<file path="src/msu_pkg.sv">
// Package for the merge sorter: the queue entry passed from the front end
// to the sort engine, queue sizing and the engine state encoding. No dependencies.
`default_nettype none

package msu_pkg;

    localparam int VALUE_W     = 32;
    localparam int QUEUE_DEPTH = 4;

    // One classified input item, as queued between the front end and the engine
    typedef struct packed {
        logic signed [VALUE_W-1:0] value;
        logic                      last;  // final item of the sequence
        logic                      keep;  // item fits in the store
        logic                      ovf;   // on the final item: sequence lost items
    } entry_t;

    typedef enum logic [2:0] {
        ST_LOAD,
        ST_INIT,
        ST_RUN,
        ST_MRD,
        ST_MWR,
        ST_ERD,
        ST_EOUT
    } back_state_t;

endpackage

`default_nettype wire

</file>
<file path="src/msu_fifo.sv">
// Short queue of classified items between the front end and the sort engine.
// Depends on msu_pkg.
`default_nettype none

module msu_fifo (
    input  wire                clk,
    input  wire                rst_n,
    input  wire                push,
    input  msu_pkg::entry_t    push_entry,
    output logic               full,
    input  wire                pop,
    output logic               not_empty,
    output msu_pkg::entry_t    head
);
    import msu_pkg::*;

    localparam int PTR_W = $clog2(QUEUE_DEPTH);
    localparam int CNT_W = $clog2(QUEUE_DEPTH + 1);

    entry_t           slots_reg [QUEUE_DEPTH];
    logic [PTR_W-1:0] wr_ptr_reg, rd_ptr_reg;
    logic [CNT_W-1:0] fill_reg;

    assign full      = fill_reg == CNT_W'(QUEUE_DEPTH);
    assign not_empty = fill_reg != '0;
    assign head      = slots_reg[rd_ptr_reg];

    always_ff @(posedge clk)
    begin
        if (push)
            slots_reg[wr_ptr_reg] <= push_entry;
    end

    always_ff @(posedge clk or negedge rst_n)
    begin
        if (!rst_n)
        begin
            wr_ptr_reg <= '0;
            rd_ptr_reg <= '0;
            fill_reg   <= '0;
        end
        else
        begin
            if (push)
                wr_ptr_reg <= wr_ptr_reg + PTR_W'(1);
            if (pop)
                rd_ptr_reg <= rd_ptr_reg + PTR_W'(1);
            fill_reg <= fill_reg + CNT_W'(push) - CNT_W'(pop);
        end
    end

endmodule

`default_nettype wire

</file>
<file path="config.mk">
export PLATFORM = sky130hd
export DESIGN_NAME = msu_fifo
export DESIGN_NICKNAME = d
export VERILOG_FILES = /design/src/msu_pkg.sv /design/src/msu_fifo.sv
export SDC_FILE = /design/constraint.sdc
export NUM_CORES = 1
export LEC_CHECK = 0
export ABC_AREA = 1
export BUFFER_PORTS_ARGS = -buffer_cell sky130_fd_sc_hd__clkbuf_2
export CORE_UTILIZATION = 45
export CTS_CLUSTER_DIAMETER = 60
export CTS_CLUSTER_SIZE = 30
export DETAILED_ROUTE_END_ITERATION = 16
export HOLD_SLACK_MARGIN = 0.02
export PLACE_DENSITY = 0.63
export SETUP_SLACK_MARGIN = 0.02
export SLEW_MARGIN = 0
export SYNTH_ARGS = -nofsm -noshare
export SYNTH_HDL_FRONTEND = slang
export SYNTH_SLANG_ARGS = --single-unit
export TNS_END_PERCENT = 10
</file>
<file path="constraint.sdc">
create_clock -name clk -period 4.7 [get_ports clk]
set_clock_uncertainty 0.2 [all_clocks]
set_input_delay 0.94 -clock clk [delete_from_list [all_inputs] [get_ports clk]]
set_output_delay 0.94 -clock clk [all_outputs]
set_load 0.05 [all_outputs]
</file>
Yosys cells after proc, flatten, opt, wreduce, memory -nomap -nowiden
Memory sizes are Yosys's and may differ from the RTL's.
Cells that the tools add are included.
- $add $sub $neg: 4
- equal/unequal tests: 1
- mux-type cells: 2
- reduce and logical (&&, ||, !) cells: 1
- operators with widths (cell ; count):
    adder 2 x 1 -> 2 bit (second input constant) ; 2
    adder 3 x 1 -> 3 bit ; 1
    equality test 3 bit (second input constant) ; 1
    nonzero test 3 bit ; 1
    subtractor 3 x 1 -> 3 bit ; 1
    two-way mux 1 bit ; 2
- bits in registers: 7
- memory bits (writable): 140
- input bits: 39
- memories: 1
- memories (name ; words ; width ; rd ports ; clocked after Yosys merged registers in ; write ports ; line ; source):
    slots_reg ; 4 ; 35 ; 1 ; 0 ; 1 ; msu_fifo.sv:20 ; entry_t slots_reg [QUEUE_DEPTH];

Depth between registers and ports, before layout
- word-level depth: 2
- gate-level depth with buffers: 8

Least setup slack after synthesis
Ideal clock, no wire load.
- path kind: input to register
- start: input push
- end: memory slots_reg[1][0] (netlist name) (enable)
- library setup time: 0.390 ns
- data arrival time: 1.835 ns
- data required time: 4.110 ns
- slack: 2.275 ns
- stages: 3
- cell sequence: clkbuf_2 > nand2_1 > inv_1
- longest elaborated chain between the ends: 2
- ends and longest elaborated chain (what ; line ; source):
    start: declaration ; msu_fifo.sv:8 ; input wire push,
    two-way mux 1 bit ; msu_fifo.sv:30 ; if (push)
    two-way mux 1 bit (not written as such) ; msu_fifo.sv:31 ; slots_reg[wr_ptr_reg] <= push_entry;
    end: declaration ; msu_fifo.sv:20 ;
Every way passes these cells.

==> metrics.txt <==
share of cells above drive strength 1=16.3%; CTS tree=built; Root Driver=clkbuf_16; reg2reg path depth=4; Final GP Congestion=0.722; post-CTS setup buffers=0; ranking of synthesized cells by area=edfxtp_1, nand2_1, inv_1; Clock transition at path regs=0.06 ns; crit path launch type=register; Fin Setup TNS=0 ns; area growth from synthesis to layout=16.1%; total wire length=12.0 mm; mean cell area of the mapped netlist=10.7 um^2; largest net degree at the start of global routing=73; synth cell count leaders=nand2_1, inv_1, edfxtp_1; Port Buffers=75; sequential cell area=4380 um^2; hold_buf cts=0; FMAX=294 MHz; Switching Share=43.4%; DRT Pass-1 Iters=4; DR iter-0 viols=319; Worst-Margin Slew=0.904 ns; Antenna Cells=0; Syn Nets=640; num rows=42; Hold WC Path Type=primary input to asynchronous set/reset pin; ys flop type=edfxtp_1; vias in the first global route=3,874; Num CTS Buffers=17; count of cell types in the netlist=16; area of the core=13,500 um^2; first-pass GRT wire length=19.2 mm; DPL Wire Length=6.72 mm; fin nets=712; Cell Pwr Density=735 nW/um^2; max cap viols=0; fraction of registers with async set or reset after synthesis=4.76%; Seq/Total Area, Yosys=69.2%; IO Pins=76; post-route ant nets=0; Worst VDD drop=0.434 mV; Reg power frac=34.3%; Clock Power Share=25.3%; Worst Path Max Fanout=36; die footprint=14,600 um^2; CTS resizes=0; chip height=121 um; WS Path Type=register to output port; multi-input logic area=1190 um^2; status=complete, no violations; Final Hold Viols=0; Largest register FFs=140; setup violators final=0; leading area contributor after synthesis=edfxtp_1; P_leak=3.49 nW; CP required=3.56 ns; most common cell in the netlist=nand2_1; Worst-Skew Late Latency=0.42 ns; sw power=2.34 mW; initial antenna violation count=0; Rel. slew slack=39.6%; Logic pwr share=40.4%; Synth Cell Area=6330 um^2; Design Power=5.40 mW; vias after detailed routing=3,977; Post-synth EDFFs=140; WL per Instance=14.1 um; flops & latches, synth=147; Residual DRC=0; Int Pwr=3.06 mW; clk sinks=147; Final period util=72.4%; Die Wd=121 um; RSZ-0062 raised after global routing=no; CTS Buffer Depth=2; H-tree lvl count=4; share of the synthesized area in the top cell type=66.4%; max-slew violations=0; CP Capture Type=output port; initial core utilization=46.9%; fin crit period=3.40 ns; fill cell count=1,137; Synth Instances=594; Syn. warnings=0; via/cell ratio=4.65; CP arrival=2.26 ns; global route overflow=0; total global-route track usage=17.8%
## cells in the final DEF, fill, tap and decap left out
cell type	count
nand3_1	72
clkinv_1	4
inv_2	4
bufinv_16	4
edfxtp_1	140
xor2_1	3
nor2_1	1
nand2_1	186
o21ai_0	1
dfrtp_1	5
clkbuf_16	17
clkbuf_2	75
fa_1	1
inv_4	2
buf_4	1
clkbuf_1	1
dfrtp_2	2
clkinv_2	5
clkinvlp_4	1
ha_1	6
inv_1	148
## final cells by class
cell class,count,area share [%]
multi-input combinational,270,16.2
clock buffer,18,5.84
timing repair buffer,76,5.21
inverter,154,7.93
sequential,147,59.6
tap,176,2.99
clock inverter,14,2.28
## power groups by stage
| stage | clock network, mW | registers (mW) | logic (mW) |
|---|---|---|---|
| 2_1_floorplan | 0 | 1.80 | 1.83 |
| 3_3_place_gp | 0 | 1.87 | 2.17 |
| 5_1_grt | 1.44 | 1.87 | 2.37 |
| 6_report | 1.37 | 1.85 | 2.18 |
| 3_5_place_dp | 0 | 1.88 | 2.21 |
| 4_1_cts | 1.38 | 1.86 | 2.22 |
## metrics by stage
stage               hold slack (ns)  cell area, um^2  util, %  worst slack (ns)  std cells
detailed placement            0.332             6760     50.0              1.66        823
global placement              0.308             6760     50.0              1.71        823
global route                  0.153             7350     54.4              1.18        855
finish                        0.153             7350     54.4              1.30        855
floorplan                     0.291             6330        -              2.27        594
CTS                           0.147             7350     54.4              1.24        855
## metal layers
| layer | part of all wire, % | vias up | global-route usage (%) |
|---|---|---|---|
| met1 | 44 | 1877 | 22.5 |
| li1 | - | 1984 | - |
| met2 | 48 | 96 | 28.6 |
| met5 | 0 | - | 0 |
| met3 | 5.6 | 20 | 4.95 |
| met4 | 1.7 | 0 | 7.48 |
## worst max-delay path: stages, from the launching register on
cell      delay, ns
dfrtp_2        0.91
inv_4          0.39
nand3_1        0.20
nand2_1        0.09
clkbuf_2       0.24
## path summary, 6_finish.rpt
check                              start  slack, ns          endpoint
max                        rd_ptr_reg[1]       1.30          head[34]
min                                rst_n       0.15       fill_reg[0]
max reg2reg                wr_ptr_reg[0]       2.71  slots_reg[0][15]
min reg2reg                wr_ptr_reg[0]       0.35     wr_ptr_reg[0]
max in group asynchronous          rst_n       3.95     rd_ptr_reg[0]
min in group clk           wr_ptr_reg[0]       0.35     wr_ptr_reg[0]
## cell families after synthesis
| group | Yosys count | share of synthesized area, % |
|---|---|---|
| simple gates | 259 | 16.8 |
| buf+inv | 177 | 12.1 |
| fa+ha+maj | 7 | 1.50 |
| compound gates | 1 | 0.0790 |
| flops | 147 | 69.2 |
| xor+xnor | 3 | 0.415 |
No activity file was read; power rests on OpenSTA's default activity.
