[src/msu_pkg.sv]
// Package for the merge sorter: the queue entry passed from the front end
// to the sort engine, queue sizing and the engine state encoding. No dependencies.
`default_nettype none

package msu_pkg;

    localparam int VALUE_W     = 32;
    localparam int QUEUE_DEPTH = 4;

    // One classified input item, as queued between the front end and the engine
    typedef struct packed {
        logic signed [VALUE_W-1:0] value;
        logic                      last;  // final item of the sequence
        logic                      keep;  // item fits in the store
        logic                      ovf;   // on the final item: sequence lost items
    } entry_t;

    typedef enum logic [2:0] {
        ST_LOAD,
        ST_INIT,
        ST_RUN,
        ST_MRD,
        ST_MWR,
        ST_ERD,
        ST_EOUT
    } back_state_t;

endpackage

`default_nettype wire

[src/msu_front.sv]
// Front end of the merge sorter: accepts input items, decides store or drop
// and tracks overflow per sequence. Depends on msu_pkg.
`default_nettype none

module msu_front #(
    parameter int CAPACITY = 64
) (
    input  wire                        clk,
    input  wire                        rst_n,
    input  wire                        in_valid,
    output logic                       in_stall,
    input  wire signed [31:0]          value,
    input  wire                        last_in,
    input  wire                        q_full,
    output logic                       q_push,
    output msu_pkg::entry_t            q_entry
);
    import msu_pkg::*;

    localparam int CNT_W = $clog2(CAPACITY + 1);

    logic [CNT_W-1:0] count_reg, count_next;
    logic             dropped_reg, dropped_next;
    logic             keep;

    assign in_stall = q_full;
    assign q_push   = in_valid && !q_full;
    assign keep     = count_reg < CNT_W'(CAPACITY);

    always_comb
    begin
        q_entry.value = value;
        q_entry.last  = last_in;
        q_entry.keep  = keep;
        q_entry.ovf   = dropped_reg || !keep;
    end

    always_comb
    begin
        count_next   = count_reg;
        dropped_next = dropped_reg;
        if (q_push)
        begin
            if (last_in)
            begin
                count_next   = '0;
                dropped_next = 1'b0;
            end
            else
            begin
                count_next   = count_reg + CNT_W'(keep);
                dropped_next = dropped_reg || !keep;
            end
        end
    end

    always_ff @(posedge clk or negedge rst_n)
    begin
        if (!rst_n)
        begin
            count_reg   <= '0;
            dropped_reg <= 1'b0;
        end
        else
        begin
            count_reg   <= count_next;
            dropped_reg <= dropped_next;
        end
    end

endmodule

`default_nettype wire

[config.mk]
export PLATFORM = sky130hd
export DESIGN_NAME = msu_front
export DESIGN_NICKNAME = d
export VERILOG_FILES = /design/src/msu_pkg.sv /design/src/msu_front.sv
export SDC_FILE = /design/constraint.sdc
export NUM_CORES = 1
export LEC_CHECK = 0
export ABC_AREA = 1
export BUFFER_PORTS_ARGS = -buffer_cell sky130_fd_sc_hd__buf_2
export CORE_MARGIN = 3
export CORE_UTILIZATION = 35
export CTS_BUF_LIST = sky130_fd_sc_hd__clkbuf_16
export CTS_CLUSTER_DIAMETER = 100
export DETAILED_ROUTE_END_ITERATION = 7
export MAX_ROUTING_LAYER = met4
export PLACE_DENSITY = 0.79
export SYNTH_ARGS = -nofsm -noshare
export SYNTH_HDL_FRONTEND = slang
export SYNTH_SLANG_ARGS = --single-unit
[constraint.sdc]
create_clock -name clk -period 1.65 [get_ports clk]
set_input_delay 0.165 -clock clk [delete_from_list [all_inputs] [get_ports clk]]
set_output_delay 0.165 -clock clk [all_outputs]
set_load 0.02 [all_outputs]
[Word level (Yosys, flattened, before mapping)]
Index checks and enable logic that the tools add are counted.
Cells by class
  add/subtract/negate cells: 1
  $lt $le $gt $ge: 1
  muxes and demuxes: 2
  reductions and logical operators: 4
Operators by type and width (number)
  7-bit by 1-bit adder with 7-bit output: 1
  7-bit < comparator (second input constant): 1
  7-bit two-way mux: 1
  1-bit logical NOT: 2
  1-bit logical AND: 1
  1-bit logical OR: 1
  1-bit two-way mux: 1
Word-level totals
  register bits: 8
  input port bits: 37
  output and inout bits: 37
  logic and storage cells: 10

[Longest topological paths before layout]
Gate-level depths: netlist of the first run.
  depth after elaboration: 4
  gate-level depth with buffers: 9
  gate-level depth less buffers: 9

[Worst setup path before layout of the first run]
OpenSTA, ideal clock, no wires.
  path kind: reg2reg
  start point: reg count_reg[6]
  end point: reg count_reg[6]
  setup time: 117 ps
  arrival time: 1147 ps
  required time: 1533 ps
  path slack: 387 ps
  stages on the path, launching flop included: 9
  path buffers: 0
  period minus slack after synthesis: 1263 ps
  cells stage by stage: dfrtp_1 inv_1 ha_1 ha_1 nand3_2 nor2_2 nand2_1 nor2_1 nor2_1
Between the ends
  longest elaborated chain between the ends: 3
RTL lines
  from (decl): line msu_front.sv:22  | logic [CNT_W-1:0] count_reg, count_next;
  from (signal assigned): line msu_front.sv:66  | count_reg <= count_next;
  7-bit < comparator: line msu_front.sv:28  | assign keep = count_reg < CNT_W'(CAPACITY);
  via keep: line msu_front.sv:24  | logic keep;
  7-bit by 1-bit adder with 7-bit output: line msu_front.sv:51  | count_next = count_reg + CNT_W'(keep);
  7-bit two-way mux: line msu_front.sv:44  | if (last_in)
The timed path passes the listed nets, and every way through them passes these cells.
A chain may end at the register's enable or synchronous reset.

[Worst setup path after layout of the first run]
  start point: reg count_reg[6]
  end point: reg count_reg[6]
Between the ends
  longest elaborated chain between the ends: 3
RTL lines (line)
  7-bit < comparator: msu_front.sv:28
  7-bit by 1-bit adder with 7-bit output (*): msu_front.sv:51
  7-bit two-way mux (*): msu_front.sv:44
Mark *: on every way between the ends. The rest lies on a longest branch, timed or not.

==> impl_metrics.csv, run 1 <==
group,metric,value,unit
status,status,"completed",
clocking,h-tree-depth,1,
synth,synthTopCellsByArea,"buf_4, dfrtp_1, nand2_1",
clocking,cts-root-buf,"clkbuf_16",
synth,syn_avg_cell_area,7.797,µm²
grt,use_met2,12.76,%
final_layout,postLayoutCoreUtil,32.39,%
synth,syn_nets,135,
grt,grt.met1_usage,11.48,%
timing,setup_viol,0,
final_layout,largest_register_ffs,7,
die,num_rows,16,
pwr,leakage,0.3256,nW
synth,yosysUniqueCellTypes,18,
timing,period_needed,1.368,ns
place,place_ws,0.2848,ns
timing,fmax,0.7308,GHz
place,io_buffers,9,
pwr,max-vdd-ir-drop,649.9,µV
clocking,clockBufferDepth,2,
die,io_pins,74,
route,wirelength,1.204,mm
grt,grt_first_pass_wirelength,1.945,mm
grt,overflow,0,
final_layout,nNetsFinal,115,
timing,postLayoutSetupSlackWorst,0.2815,ns
clocking,cts_resized,0,
timing,post-route-period-util,82.94,%
setup_path,cp_max_fo,5,
synth,netlist_area,740.7,µm²
route,drc,0,
clocking,post_cts_buffers,0,
die,dieArea,0.002705,mm²
grt,grt_pass1_vias,416,
clocking,cts_made_buffers,3,
route,routed_via_density,4.550,
final_layout,diodes,0,
flow_run,drv_cap,0,
clocking,cts_tree,"done",
route,drt_iter0_markers,17,
min_path,hold_class,"input pin to register",
grt,grtUsageTotal,10.55,%
place,place_congestion,0.7816,
route,vias,455,
die,initial_core_util,37.37,%
clocking,clk_latency,0.24,ns
grt,antenna_found_initial,0,
setup_path,cp.arrival,1.53,ns
timing,maxSlewHeadroom,86.96,%
synth,seq_area_frac_synth,27.03,%
clocking,clk_pin_slew,0.04,ns
final_layout,drive_gt1_share,32.88,%
timing,skew,0.002161,ns
setup_path,crit_path_start_kind,"register",
timing,rsz0062_at_grt,"false",
route,ant_nets,0,
grt,grt_max_degree,9,
setup_path,cp-end-kind,"register",
clocking,cts.sinks,8,
timing,drv_slew,0,
place,hpwlAfterDp,919.5,µm
synth,syn-instance-count,95,
setup_path,cp.required,1.82,ns
timing,totalNegativeSetupSlack,0,ns
grt,grtUsageMet3,5.731,%
synth,yosys.area.top_type,"buf_4",
die,core,0.001982,mm²
timing,worst_slew_pin_slew,0.1956,ns
setup_path,crit_type,"register to register",
final_layout,final_common_cell,"nand2_1",
timing,hold_viol,0,
grt,busiest_layer,"met2",
synth,ys_ff_latch,8,
synth,yosysTopAreaCellShare,35.47,%
route,drtPass1Iterations,6,
final_layout,syn_to_final_growth,-13.34,%
final_layout,final_cell_mix,"nand2_1, inv_1, buf_2, dfrtp_1, nor2_1",
timing,holdWs,0.2676,ns
die,die_y,52.01,µm
route,wl_per_cell,12.04,µm
die,fp.dieW,52.01,µm
synth,synth_warnings,0,
pwr,powerDensity,1112,mW/mm²
[critical path: stages (launching register included)]
cell and delay (ns):
dfrtp_1 0.36, inv_1 0.13, ha_1 0.17, ha_1 0.17
nand3_2 0.11, nor2_2 0.10, nand2_1 0.07, nand2_1 0.06
nand2_1 0.05, nor2_1 0.08
[final cells by class]
| cell class | instances | area [µm²] |
|---|---|---|
| fillers | 204 | 1340 |
| inverters | 12 | 45.04 |
| clock buffers | 3 | 75.07 |
| flip-flops and latches | 8 | 200.2 |
| well taps | 27 | 33.78 |
| repair buffers | 10 | 55.05 |
| multi-input cells | 40 | 232.7 |
[final timing paths]
path / from / endpoint / slack [ns] / cells past startpoint
max in group asynchronous: rst_n / count_reg[1]$_DFFE_PN0P_ / 1.17 / 2
min in group asynchronous: rst_n / count_reg[5]$_DFFE_PN0P_ / 0.31 / 2
min: last_in / count_reg[0]$_DFFE_PN0P_ / 0.27 / 4
max: count_reg[6]$_DFFE_PN0P_ / count_reg[6]$_DFFE_PN0P_ / 0.28 / 9
max reg2reg: count_reg[6]$_DFFE_PN0P_ / count_reg[6]$_DFFE_PN0P_ / 0.28 / 9
min reg2reg: count_reg[2]$_DFFE_PN0P_ / count_reg[2]$_DFFE_PN0P_ / 0.52 / 1
[power by group]
| group | leakage [nW] | internal (mW) | switching, mW |
|---|---|---|---|
| sequential | 0.110 | 0.212 | 0.0137 |
| clock | 0.0370 | 0.313 | 0.0992 |
| combinational | 0.179 | 0.0297 | 0.0468 |
| total | 0.326 | 0.554 | 0.160 |
[layer usage]
| metal | wire, µm | vias to the layer above |
|---|---|---|
| li1 | - | 216 |
| met4 | 59 | 0 |
| met3 | 160 | 16 |
| met5 | 0 | - |
| met1 | 471 | 197 |
| met2 | 514 | 26 |
[cell families (layout without fill, tap and decap cells)]
| family | after synthesis | after routing | share of synthesized area (%) |
|---|---|---|---|
| buf+inv | 47 | 25 | 41.55 |
| simple gates | 31 | 31 | 22.13 |
| flops | 8 | 8 | 27.03 |
| compound gates | 6 | 6 | 4.223 |
| fa+ha+maj | 3 | 3 | 5.068 |
[synth_stat cells (all sizes together)]
library cell   n
buf           35
nand2         16
inv           12
nor2           9
dfrtp          8
ha             3
o21ai          3
a21oi          2
nand4          2
nor3           2
a31oi          1
and3           1
nand3          1
[through the flow]
stage                     power [mW]  instances  area, µm²
after floorplan               0.3915         95      740.7
after global placement        0.2993         96      556.8
after detailed placement      0.3024         96      556.8
after CTS                     0.7218        100      641.9
after global routing          0.7488        100      641.9
final                         0.7138        100      641.9
[repair_timing]
action,4_1_cts,5_1_grt
hold endpoints to repair,8,0
endpoints found under the setup margin,0,0
hold buffers,1,0
Note: power is estimated with default switching activity, not from simulation.
==> run 2: changes to the inputs <==
Settings changed: CORE_UTILIZATION 35 to 32, PLACE_DENSITY 0.79 to 0.76.
Clock period 1.65 ns to 1.15 ns, I/O delays scaled along.
==> run 2 against run 1 <==
The run now ends with setup timing left. Fmax is 7.5% higher. Critical path depth stayed put. Sequential share of layout area shrank 3.7 points. Power up 54%. Register-to-register slack got worse by 0.40 ns. Global-route usage shrank 0.19 points. Cell count grew 3.0%. Clock power increased by 45%. Clock-buffer cell count did not move. Design area is 14% higher. Setup slack got worse by 0.40 ns. Worst hold slack worse by 0.062 ns.
==> impl_metrics.csv, run 2 (synthesis gave the netlist of run 1 again) <==
group,metric,value,unit
status,status,"finished, violations left",
status,violations,"setup timing",
timing,totalNegativeSetupSlack,-0.4212,ns
setup_path,cp-end-kind,"register",
pwr,leakage,0.3417,nW
timing,hold_viol,0,
clocking,cts-root-buf,"clkbuf_16",
timing,maxSlewHeadroom,86.83,%
grt,grtUsageTotal,10.35,%
route,vias,472,
grt,grt_first_pass_wirelength,1.973,mm
pwr,switchingPower,0.2685,mW
flow_run,drv_cap,0,
pwr,finalPower,1.099,mW
route,wirelength,1.441,mm
final_layout,syn_to_final_growth,-1.013,%
timing,fmax,0.7853,GHz
pwr,swShare,24.42,%
timing,period_needed,1.273,ns
setup_path,crit_buf_inv,1,
setup_path,crit_path_start_kind,"register",
final_layout,fillCellCount,214,
pwr,pwr-share-comb,15.5,%
grt,grt_pass1_vias,467,
pwr,seqPwrFrac,30.2,%
route,drt_iter0_markers,7,
timing,post-route-period-util,110.7,%
min_path,hold_end,"count_reg[1]$_DFFE_PN0P_",
min_path,holdPathStages,4,
setup_path,rr_startpoint,"count_reg[6]$_DFFE_PN0P_",
final_layout,largest_register_ffs,7,
setup_path,path_cells,"inv_2 > ha_4 > ha_4 > nand3_4 > nor2_4 > nand2_2 > nand2_1 > nand2_1 > nor2_1",
die,num_rows,16,
route,drc,0,
die,fp.dieW,54.11,µm
setup_path,cp_max_fo,3,
final_layout,postLayoutCoreUtil,35.22,%
setup_path,cp_slowest_stage_delay,0.39,ns
pwr,clock_power_share,54.3,%
timing,setup_viol,6,
place,hpwlAfterDp,956.7,µm
pwr,intPower,0.8310,mW
setup_path,cp.required,1.31,ns
final_layout,fin_area,733.2,µm²
grt,overflow,0,
final_layout,final_common_cell,"nand2_1",
clocking,cts.sinks,8,
pwr,max-vdd-ir-drop,963.7,µV
final_layout,diodes,0,
timing,holdWs,0.2055,ns
die,io_pins,74,
place,dp.cells,97,
final_layout,multiInputGateArea,294.0,µm²
timing,skew,0.003611,ns
place,place_ws,-0.1623,ns
pwr,powerDensity,1500,mW/mm²
route,wl_per_cell,13.99,µm
timing,drv_slew,0,
final_layout,final_cell_mix,"nand2_1, buf_2, inv_1, dfrtp_1, inv_2",
route,routed_via_density,4.583,
setup_path,cp.arrival,1.43,ns
timing,postLayoutSetupSlackWorst,-0.1233,ns
setup_path,regToRegEndpoint,"count_reg[6]$_DFFE_PN0P_",
clocking,clk_pin_slew,0.04,ns
place,place_area,589.3,µm²
final_layout,drive_gt1_share,44.74,%
min_path,hold_class,"input pin to register",
final_layout,nNetsFinal,118,
place,io_buffers,9,
clocking,cts_tree,"done",
min_path,hold_path.startpoint,"last_in",
clocking,clockBufferDepth,2,
place,place_congestion,0.7602,
route,ant_nets,0,
setup_path,rr_worst_depth,9,
setup_path,rrSetupSlack,-0.12,ns
die,dieArea,0.002928,mm²
final_layout,register_area,201.4,µm²
clocking,h-tree-depth,1,
clocking,clk_latency,0.24,ns
setup_path,crit_family,"simple AND/OR/NAND/NOR gates",
die,die_y,54.11,µm
timing,rsz0062_at_grt,"true",
final_layout,fin_cells,103,
grt,antenna_found_initial,0,
route,drtPass1Iterations,4,
timing,worst_slew_pin_slew,0.1971,ns
grt,grt_max_degree,9,
clocking,cts_made_buffers,3,
setup_path,crit_type,"register to register",
setup_path,slowest_stage,"dfrtp_1",
die,core,0.002082,mm²
die,initial_core_util,35.58,%
## run 2: worst max-delay path by stage
stage	startpoint	end	slack, ns	cells after the start
after floorplan	count_reg[6]$_DFFE_PN0P_	count_reg[6]$_DFFE_PN0P_	-0.06	8
after global placement	count_reg[6]$_DFFE_PN0P_	count_reg[6]$_DFFE_PN0P_	-0.08	8
after detailed placement	count_reg[6]$_DFFE_PN0P_	count_reg[6]$_DFFE_PN0P_	-0.16	9
after CTS	count_reg[6]$_DFFE_PN0P_	count_reg[6]$_DFFE_PN0P_	-0.13	9
after global routing	count_reg[6]$_DFFE_PN0P_	count_reg[6]$_DFFE_PN0P_	-0.16	9
final	count_reg[6]$_DFFE_PN0P_	count_reg[6]$_DFFE_PN0P_	-0.12	9
## run 2: timing repair
| item | in CTS | in global routing |
|---|---|---|
| hold endpoints to repair | 8 | 0 |
| hold buffers | 1 | 0 |
| setup endpoints to repair | 5 | 7 |
| resized for setup | 3 | 9 |
| gates cloned | 0 | 0 |
| pin swaps | 4 | 3 |
| buffers inserted | 1 | 1 |
## run 2: power by group through the flow
stage | logic, mW | clock network [mW] | registers, mW
4_1_cts | 0.150 | 0.602 | 0.331
3_3_place_gp | 0.120 | 0 | 0.333
2_1_floorplan | 0.254 | 0 | 0.329
6_report | 0.171 | 0.597 | 0.332
5_1_grt | 0.193 | 0.612 | 0.336
3_5_place_dp | 0.134 | 0 | 0.335
## run 2: final cells by class
class	instances	area share (%)
Sequential cell	8	27.47
Multi-Input combinational cell	40	40.10
Inverter	12	6.143
Clock buffer	3	10.24
Tap cell	27	4.608
Timing Repair Buffer	13	11.43
## run 2: metal layers
layer | share of wire [%] | vias up | routed length (µm) | global-route usage, %
met4 | 7.3 | 0 | 105 | 11.62
met3 | 9.0 | 21 | 130 | 3.878
met1 | 32 | 220 | 464 | 8.140
met2 | 51 | 14 | 740 | 17.14
li1 | - | 217 | - | -
met5 | 0 | - | 0 | -
## run 2: worst reg2reg max path: cells and delay by family, from the launching register on
family,cells,cell delay (ns)
and+or+nand+nor,6,0.45
adders and majority gates,2,0.28
DFF,1,0.39
buffers and inverters,1,0.08
==> run 3: changes to the inputs <==
==> constraint.sdc (replaced) <==
create_clock -name clk -period 1.15 [get_ports clk]
set_input_delay 0.115 -clock clk [delete_from_list [all_inputs] [get_ports clk]]
set_output_delay 0.115 -clock clk [all_outputs]
set_load 0.01 [all_outputs]
==> run 3 against run 2 <==
The run still ends with setup timing left. Sequential power hardly changed. Clock-buffer cell count stayed put. Combinational power is 3% lower. Sequential share of layout area stayed put. Die area stayed put. Clock skew stayed put. Fmax stayed put. Critical path type unchanged.
==> impl_metrics.csv, run 3 (synthesis gave the netlist of run 1 again) <==
group,metric,value,unit
status,status,"finished, violations left",
status,violations,"setup timing",
die,io_pins,74,
die,num_rows,16,
setup_path,crit_path_start_kind,"register",
clocking,h-tree-depth,1,
die,die_y,54.11,µm
timing,postLayoutSetupSlackWorst,-0.1233,ns
final_layout,nNetsFinal,118,
final_layout,fillCellCount,214,
final_layout,syn_to_final_growth,-1.013,%
grt,busiest_layer,"met2",
die,initial_core_util,35.58,%
die,fp.dieW,54.11,µm
timing,maxSlewHeadroom,86.83,%
setup_path,cp_slowest_stage_delay,0.39,ns
clocking,cts_tree,"done",
place,place_ws,-0.1623,ns
timing,holdWs,0.2055,ns
setup_path,crit_type,"register to register",
final_layout,fin_cells,103,
timing,hold_viol,0,
final_layout,final_cell_mix,"nand2_1, buf_2, inv_1, dfrtp_1, inv_2",
pwr,max-vdd-ir-drop,963.3,µV
grt,use_met2,17.14,%
grt,grt_max_degree,9,
clocking,cts.sinks,8,
die,core,0.002082,mm²
timing,setup_viol,6,
timing,skew,0.003611,ns
final_layout,largest_register_ffs,7,
route,routed_via_density,4.583,
final_layout,fin_area,733.2,µm²
setup_path,cp-end-kind,"register",
place,io_buffers,9,
grt,grtUsageMet3,3.878,%
timing,drv_slew,0,
setup_path,cp.required,1.31,ns
die,dieArea,0.002928,mm²
route,drc,0,
clocking,clk_latency,0.24,ns
clocking,cts_made_buffers,3,
pwr,powerDensity,1493,mW/mm²
clocking,cts-root-buf,"clkbuf_16",
place,dp.cells,97,
flow_run,drv_cap,0,
grt,grt.met1_usage,8.140,%
timing,fmax,0.7853,GHz
grt,antenna_found_initial,0,
grt,grtUsageTotal,10.35,%
final_layout,diodes,0,
setup_path,slowest_stage,"dfrtp_1",
grt,grt_first_pass_wirelength,1.973,mm
final_layout,final_common_cell,"nand2_1",
setup_path,cp.arrival,1.43,ns
route,ant_nets,0,
min_path,hold_class,"input pin to register",
route,wirelength,1.441,mm
route,wl_per_cell,13.99,µm
place,place_congestion,0.7602,
setup_path,path_cells,"inv_2 > ha_4 > ha_4 > nand3_4 > nor2_4 > nand2_2 > nand2_1 > nand2_1 > nor2_1",
timing,post-route-period-util,110.7,%
final_layout,drive_gt1_share,44.74,%
route,drtPass1Iterations,4,
timing,worst_slew_pin_slew,0.1971,ns
timing,period_needed,1.273,ns
timing,rsz0062_at_grt,"true",
clocking,clk_pin_slew,0.04,ns
route,vias,472,
grt,overflow,0,
grt,grt_pass1_vias,467,
place,hpwlAfterDp,956.7,µm
pwr,leakage,0.3417,nW
setup_path,cp_max_fo,3,
route,drt_iter0_markers,7,
clocking,clockBufferDepth,2,
timing,totalNegativeSetupSlack,-0.4106,ns
place,place_area,589.3,µm²
run 3: cell counts in the layout (fill, tap and decap cells not counted):
No cell type changed its count.
run 3: path summary, 6_finish.rpt:
path / cells past startpoint / start / to / slack, ns
worst max-delay path: 9 / count_reg[6]$_DFFE_PN0P_ / count_reg[6]$_DFFE_PN0P_ / -0.12
worst min-delay path: 4 / last_in / count_reg[1]$_DFFE_PN0P_ / 0.21
worst max register to register: 9 / count_reg[6]$_DFFE_PN0P_ / count_reg[6]$_DFFE_PN0P_ / -0.12
worst min register to register: 1 / count_reg[2]$_DFFE_PN0P_ / count_reg[2]$_DFFE_PN0P_ / 0.52
max in group asynchronous: 2 / rst_n / count_reg[0]$_DFFE_PN0P_ / 0.70
min in group asynchronous: 2 / rst_n / count_reg[3]$_DFFE_PN0P_ / 0.27
run 3: routing by layer:
layer | up-vias | share of wire [%]
li1 | 217 | -
met1 | 220 | 32
met2 | 14 | 51
met3 | 21 | 9.0
met4 | 0 | 7.3
met5 | - | 0
run 3: area by class of cell:
cell class              count  area (µm²)  share of cell area (%)
multi-input cells          40       294.0                   40.10
flip-flops and latches      8       201.4                   27.47
repair buffers             13       83.83                   11.43
clock buffers               3       75.07                   10.24
inverters                  12       45.04                   6.143
well taps                  27       33.78                   4.608
run 3: power by group:
part | switching, mW | internal (mW)
Sequential | 0.0275 | 0.305
Clock | 0.147 | 0.449
Combinational | 0.0894 | 0.0767
run 3: worst max-delay path: cells and delay by family, from the launching register on:
family                   cells  cell delay, ns
AND/OR/NAND/NOR              6            0.45
flip-flops                   1            0.39
adder cells (fa/ha/maj)      2            0.28
buffers and inverters        1            0.08
run 3: metrics by stage:
stage / utilization, % / total power, mW
6_report: 35.22 / 1.095
3_3_place_gp: 28.31 / 0.4480
3_5_place_dp: 28.31 / 0.4639
2_1_floorplan: - / 0.5303
5_1_grt: 35.22 / 1.137
4_1_cts: 33.35 / 1.078
run 3: what timing repair did:
item	4_1_cts	5_1_grt
hold endpoints to repair	8	0
buffers inserted	1	1
pin swaps	4	3
gates resized for setup	3	8
hold buffers	1	0
endpoints found under the setup margin	5	7
